File: src/rtl/strmq_pkg.sv
package strmq_pkg;

    localparam int LEAF_COUNT = 1024;
    localparam int NODE_DEPTH = 2 * LEAF_COUNT;
    localparam int ADDR_W     = $clog2(NODE_DEPTH);
    localparam int IDX_W      = ADDR_W + 1;
    localparam int POS_W      = 10;
    localparam int END_W      = 11;
    localparam int DATA_W     = 32;

    localparam logic signed [DATA_W-1:0] EMPTY_VAL = 32'sh7FFF_FFFF;

    typedef enum logic [1:0] {
        CMD_UPDATE = 2'd0,
        CMD_QUERY  = 2'd1,
        CMD_CLEAR  = 2'd2,
        CMD_NONE   = 2'd3
    } cmd_code_t;

    typedef enum logic [2:0] {
        ST_CLEAR,
        ST_IDLE,
        ST_UPD_WRITE,
        ST_UPD_MERGE,
        ST_Q_READ,
        ST_Q_MERGE,
        ST_Q_OUT
    } state_t;

    typedef struct packed {
        logic load;
        logic clr_step;
        logic upd_write;
        logic upd_merge;
        logic q_merge;
        logic out_load;
    } dp_cmd_t;

    typedef struct packed {
        logic clr_last;
        logic upd_at_root;
        logic q_active;
    } dp_status_t;

    function automatic logic signed [DATA_W-1:0] smin(
        input logic signed [DATA_W-1:0] a,
        input logic signed [DATA_W-1:0] b
    );
        return (a <= b) ? a : b;
    endfunction

endpackage

File: src/rtl/strmq_ctrl.sv
module strmq_ctrl
    import strmq_pkg::*;
(
    input  logic       clk,
    input  logic       rst_n,
    input  logic       in_valid,
    output logic       in_ready,
    input  cmd_code_t  command,
    output logic       out_valid,
    input  logic       out_ready,
    output dp_cmd_t    cmd,
    input  dp_status_t status
);

    state_t state_reg, state_next;
    logic   out_valid_reg, out_valid_next;
    logic   accept;

    assign accept = in_valid && in_ready;

    always_comb
    begin
        state_next = state_reg;
        unique case (state_reg)
            ST_CLEAR:
            begin
                if (status.clr_last)
                begin
                    state_next = ST_IDLE;
                end
            end
            ST_IDLE:
            begin
                if (in_valid)
                begin
                    unique case (command)
                        CMD_UPDATE: state_next = ST_UPD_WRITE;
                        CMD_QUERY:  state_next = ST_Q_READ;
                        CMD_CLEAR:  state_next = ST_CLEAR;
                        default:    state_next = ST_IDLE;
                    endcase
                end
            end
            ST_UPD_WRITE:
            begin
                state_next = status.upd_at_root ? ST_IDLE : ST_UPD_MERGE;
            end
            ST_UPD_MERGE:
            begin
                state_next = ST_UPD_WRITE;
            end
            ST_Q_READ:
            begin
                state_next = status.q_active ? ST_Q_MERGE : ST_Q_OUT;
            end
            ST_Q_MERGE:
            begin
                state_next = ST_Q_READ;
            end
            ST_Q_OUT:
            begin
                if (!out_valid_reg || out_ready)
                begin
                    state_next = ST_IDLE;
                end
            end
            default:
            begin
                state_next = ST_IDLE;
            end
        endcase
    end

    always_comb
    begin
        cmd      = '0;
        in_ready = 1'b0;
        unique case (state_reg)
            ST_CLEAR:     cmd.clr_step  = 1'b1;
            ST_IDLE:
            begin
                in_ready = 1'b1;
                cmd.load = in_valid;
            end
            ST_UPD_WRITE: cmd.upd_write = 1'b1;
            ST_UPD_MERGE: cmd.upd_merge = 1'b1;
            ST_Q_READ:    cmd.load      = 1'b0;
            ST_Q_MERGE:   cmd.q_merge   = 1'b1;
            ST_Q_OUT:     cmd.out_load  = !out_valid_reg || out_ready;
            default:      cmd           = '0;
        endcase
    end

    always_comb
    begin
        out_valid_next = out_valid_reg;
        if (out_valid_reg && out_ready)
        begin
            out_valid_next = 1'b0;
        end
        if (cmd.out_load)
        begin
            out_valid_next = 1'b1;
        end
    end

    always_ff @(posedge clk or negedge rst_n)
    begin
        if (!rst_n)
        begin
            state_reg     <= ST_CLEAR;
            out_valid_reg <= 1'b0;
        end
        else
        begin
            state_reg     <= state_next;
            out_valid_reg <= out_valid_next;
        end
    end

    assign out_valid = out_valid_reg;

`ifndef SYNTHESIS
    a_no_overwrite: assert property (@(posedge clk) disable iff (!rst_n)
        cmd.out_load |-> (!out_valid_reg || out_ready))
        else $error("result register overwritten before transaction");

    a_clear_sweep: assert property (@(posedge clk) disable iff (!rst_n)
        (accept && command == CMD_CLEAR) |=> (state_reg == ST_CLEAR))
        else $error("clear command did not start sweep");

    a_query_result: assert property (@(posedge clk) disable iff (!rst_n)
        (state_reg == ST_Q_OUT && state_next == ST_IDLE) |=> out_valid_reg)
        else $error("query finished without a result");

    a_no_accept_busy: assert property (@(posedge clk) disable iff (!rst_n)
        (state_reg == ST_CLEAR || state_reg == ST_UPD_WRITE || state_reg == ST_Q_MERGE)
        |-> !in_ready)
        else $error("input taken while tree busy");
`endif

endmodule
File: config.mk
export PLATFORM = sky130hd
export DESIGN_NAME = strmq_ctrl
export DESIGN_NICKNAME = d
export VERILOG_FILES = /design/src/rtl/strmq_pkg.sv /design/src/rtl/strmq_ctrl.sv
export SDC_FILE = /design/constraint.sdc
export NUM_CORES = 1
export LEC_CHECK = 0
export BUFFER_PORTS_ARGS = -buffer_cell sky130_fd_sc_hd__buf_4
export CORE_AREA = 2 2 39 41
export DETAILED_ROUTE_END_ITERATION = 6
export DIE_AREA = 0 0 41 43
export GPL_ROUTABILITY_DRIVEN = 0
export PLACE_DENSITY = 0.64
export SKIP_LAST_GASP = 1
export SYNTH_ARGS = -nofsm -noshare
export SYNTH_HDL_FRONTEND = slang
export SYNTH_SLANG_ARGS = --single-unit
export TNS_END_PERCENT = 100
File: constraint.sdc
create_clock -name clk -period 2.4 [get_ports clk]
set_clock_uncertainty 0.2 [all_clocks]
set_input_delay 0 -clock clk [delete_from_list [all_inputs] [get_ports clk]]
set_output_delay 0 -clock clk [all_outputs]
set_load 0.005 [all_outputs]
**Word level (Yosys, flattened, before mapping)**

Cells that the tools add are included.

- Equal/unequal tests: 11
- Mux-type cells: 16
- Reduce and logical (&&, ||, !) cells: 7

Operators with widths:

| operator | number |
|---|---|
| 3-bit case mux with 7 select lines | 1 |
| 3-bit == test (second input constant) | 3 |
| 1-bit 2-to-1 mux | 9 |
| 3-bit 2-to-1 mux | 3 |
| 3-bit case mux with 3 select lines | 1 |
| 3-bit by 2-bit == test with 1-bit output (second input constant) | 2 |
| 2-bit inequality test (second input constant) | 3 |
| 2-bit 2-to-1 mux | 2 |
| 3-bit by 1-bit == test with 1-bit output (second input constant) | 1 |
| 3-bit logical NOT | 1 |
| 3-bit AND reduction | 1 |
| 2-bit by 1-bit == test with 1-bit output (second input constant) | 1 |
| 2-bit == test (second input constant) | 1 |
| 2-bit logical NOT | 1 |
| 2-bit nonzero test | 1 |
| 1-bit logical AND | 1 |
| 1-bit logical NOT | 1 |
| 1-bit logical OR | 1 |

- Register bits: 4
- Bits of input ports: 9
- Output and inout bits: 8
- Logic and storage cells: 36

**Longest topological paths before layout**

- Depth after elaboration: 4
- Depth in mapped cells: 7
- Mapped depth without buffers: 6

**Worst setup path before layout**

No wires, ideal clock.

- Path type: register -> register
- Start: register state_reg[1]
- End: register state_reg[0]
- Data arrival time: 1.335 ns
- Data required time: 2.074 ns
- Path slack: 0.739 ns
- Stages on the path, launching flop included: 7
- Path buffers: 1
- Clock period less this slack: 1.661 ns
- Cells stage by stage: dfrtp_1 > buf_6 > inv_1 > ha_1 > nor2_1 > nor2_2 > o32a_1

- Longest elaborated chain between the ends: 3

RTL lines:

| element | line | RTL |
|---|---|---|
| start: declaration | strmq_ctrl.sv:15 | `state_t state_reg, state_next;` |
| start signal: assignment | strmq_ctrl.sv:116 | `state_reg <= state_next;` |
| 3-bit == test, or another cell as far along | strmq_ctrl.sv:24 | `unique case (state_reg)` |
| 2-bit inequality test (no line) | -- |  |
| 3-bit AND reduction (no line) | -- |  |

Several ways; a longest one is shown, not always the timed one.
A chain may end at the register's enable or synchronous reset.

**Worst setup path after layout**

Ends and elaborated chain as after synthesis.

==> results.tsv <==
metric	value	unit
synth.largest_area_cell	dfrtp_1	
cp_cell_sequence	inv_1 > ha_1 > nor2_1 > nor2_2 > o32a_1	
dpl_worst_slack	538	ps
dp_hpwl	581	um
violations	negative hold slack	
diodes	0	
clkLatencyLatePin	240	ps
path_clk_slew	40	ps
synth-edff-count	0	
nets	76	
yosys_warnings	0	
dieArea	1760	um^2
rsz0062_at_grt	no	
setup_tns	0	ps
post_cts_resized	0	
ctsHtreeMaxLevel	1	
worst_pin_slew	387	ps
firstDrtPassIters	4	
whs	-7.82	ps
final_antenna_net_count	0	
drtIter0Drc	5	
critPathKind	register to register	
setup_viol	0	
cts_hold_buf	5	
min_period_over_period	78.0	%
cts_setup_buffers	0	
cpLargestDelayFamily	flip-flops	
track_usage	11.4	%
die_h	43	um
cts_buffers	3	
cp_max_fo	10	
port_buffers	16	
placed_cells	72	
drive_gt1_share	34.4	%
cellPowerDensity	1020	nW/um^2
yosysTopAreaCellShare	27.3	%
setup_slack	527	ps
drv_slew	0	
grt_max_degree	13	
worstHoldPathType	primary input to register	
period_needed	1870	ps
cts.path.max_buffers	2	
area_delta_synth_final	49.5	%
crit_path_end_kind	register	
drv_cap	0	
max-slew-margin-rel	74.2	%
netlist_instances	44	
synth_common_cells	dfrtp_1 (4), nor2b_1 (4)	
synth_cell_types	26	
fp.coreArea	1380	um^2
via_count	374	
start_kind	register	
wl	789	um
power	557	uW
fill_cells	151	
cpPeakStageDelay	520	ps
ys_seq_area_share	27.3	%
synth-seq-cells	4	
leakage	0.259	nW
postSynthAreaPerCell	8.33	um^2
grt_pass1_vias	317	
outcome	complete, but fails checks	
root_buffer	clkbuf_4	
largest_reg_flops	3	
top_level_ports	17	
start_util	26.5	%
wl_per_cell	9.86	um
synth_area_leaders	dfrtp_1 (27%), nor2b_1 (6.8%), o31ai_1 (6.1%)	
async_flop_share	100	%
worstPathRequired	2320	ps
cts_tree	yes	
synth_ff_type	dfrtp_1	
die_width	41	um
viasPerCell	4.68	
layoutNonFillerInstCount	80	
critPathBufInv	1	
clock-sinks	4	
synth_area	367	um^2
rows	14	
irDropWorstVdd	0.000429	V
hold_viol_final	1	
fmax	0.534	GHz
cp_slowest_cell	dfrtp_1	
antenna_found_initial	0	
syn_nets	54	
grt_pass1_wl	1280	um
arrival	1800	ps
overflow	0	
remaining_drc_errors	0	
==> cell type report <==
class,instances,area [um^2],area share (%)
multi-input cells,33,224,40.9
clock buffers,3,22.5,4.11
repair buffers,21,170,31.1
inverters,3,11.3,2.05
well taps,16,20.0,3.65
flip-flops and latches,4,100,18.3
==> layout by cell type, fill, tap and decap left out, drive strengths merged <==
cell type	n
nand3	1
and3	2
ha	1
o32a	1
nor2b	4
nand2b	2
nor3	3
dlygate4sd3	5
nor3b	2
nor2	4
a2bb2oi	1
and2	1
a21oi	1
inv	3
o31ai	3
and2b	1
dfrtp	4
nand4	1
nor4b	1
buf	16
clkbuf	3
o21ai	2
nand2	1
a31oi	1
==> final timing paths <==
check / start / to / slack, ps / cells after the start
min reg2reg: out_valid / out_valid / 510 / 2
max reg2reg: state_reg[1] / state_reg[0] / 530 / 5
min: command[1] / state_reg[2] / -8 / 4
max in group asynchronous: rst_n / out_valid / 1380 / 3
min in group asynchronous: rst_n / state_reg[0] / 450 / 3
max: state_reg[1] / state_reg[0] / 530 / 5
==> tightest hold or removal path: stages <==
cell       delay (ps)
buf_4              90
o21ai_0            80
a2bb2oi_1         150
o31ai_1            80
==> metal layers <==
metal	GRT usage, %	up-vias	routed length (um)
li1	-	196	-
met3	3.14	3	50
met2	13.4	14	366
met4	12.0	0	27
met1	15.0	161	345
met5	0	-	0
==> report_power, final <==
part / internal, mW / switching (mW)
Sequential: 0.0903 / 0.0647
Combinational: 0.193 / 0.122
Clock: 0.0562 / 0.0311
==> cells by family (layout without fill, tap and decap cells) <==
logic type / after synthesis / after routing / synth area share, %
buffers and inverters: 7 / 27 / 11.6
adder cells (fa/ha/maj): 1 / 1 / 3.41
AND/OR/NAND/NOR: 23 / 23 / 40.6
flip-flops: 4 / 4 / 27.3
AO/OA/AOI/OAI: 9 / 9 / 17.1
==> stage by stage <==
step,cell area [um^2],util (%)
finish,548,39.6
floorplan,367,-
CTS,548,39.6
global placement,475,34.4
detailed placement,475,34.4
global route,548,39.6
No activity file was read; power rests on OpenSTA's default activity.
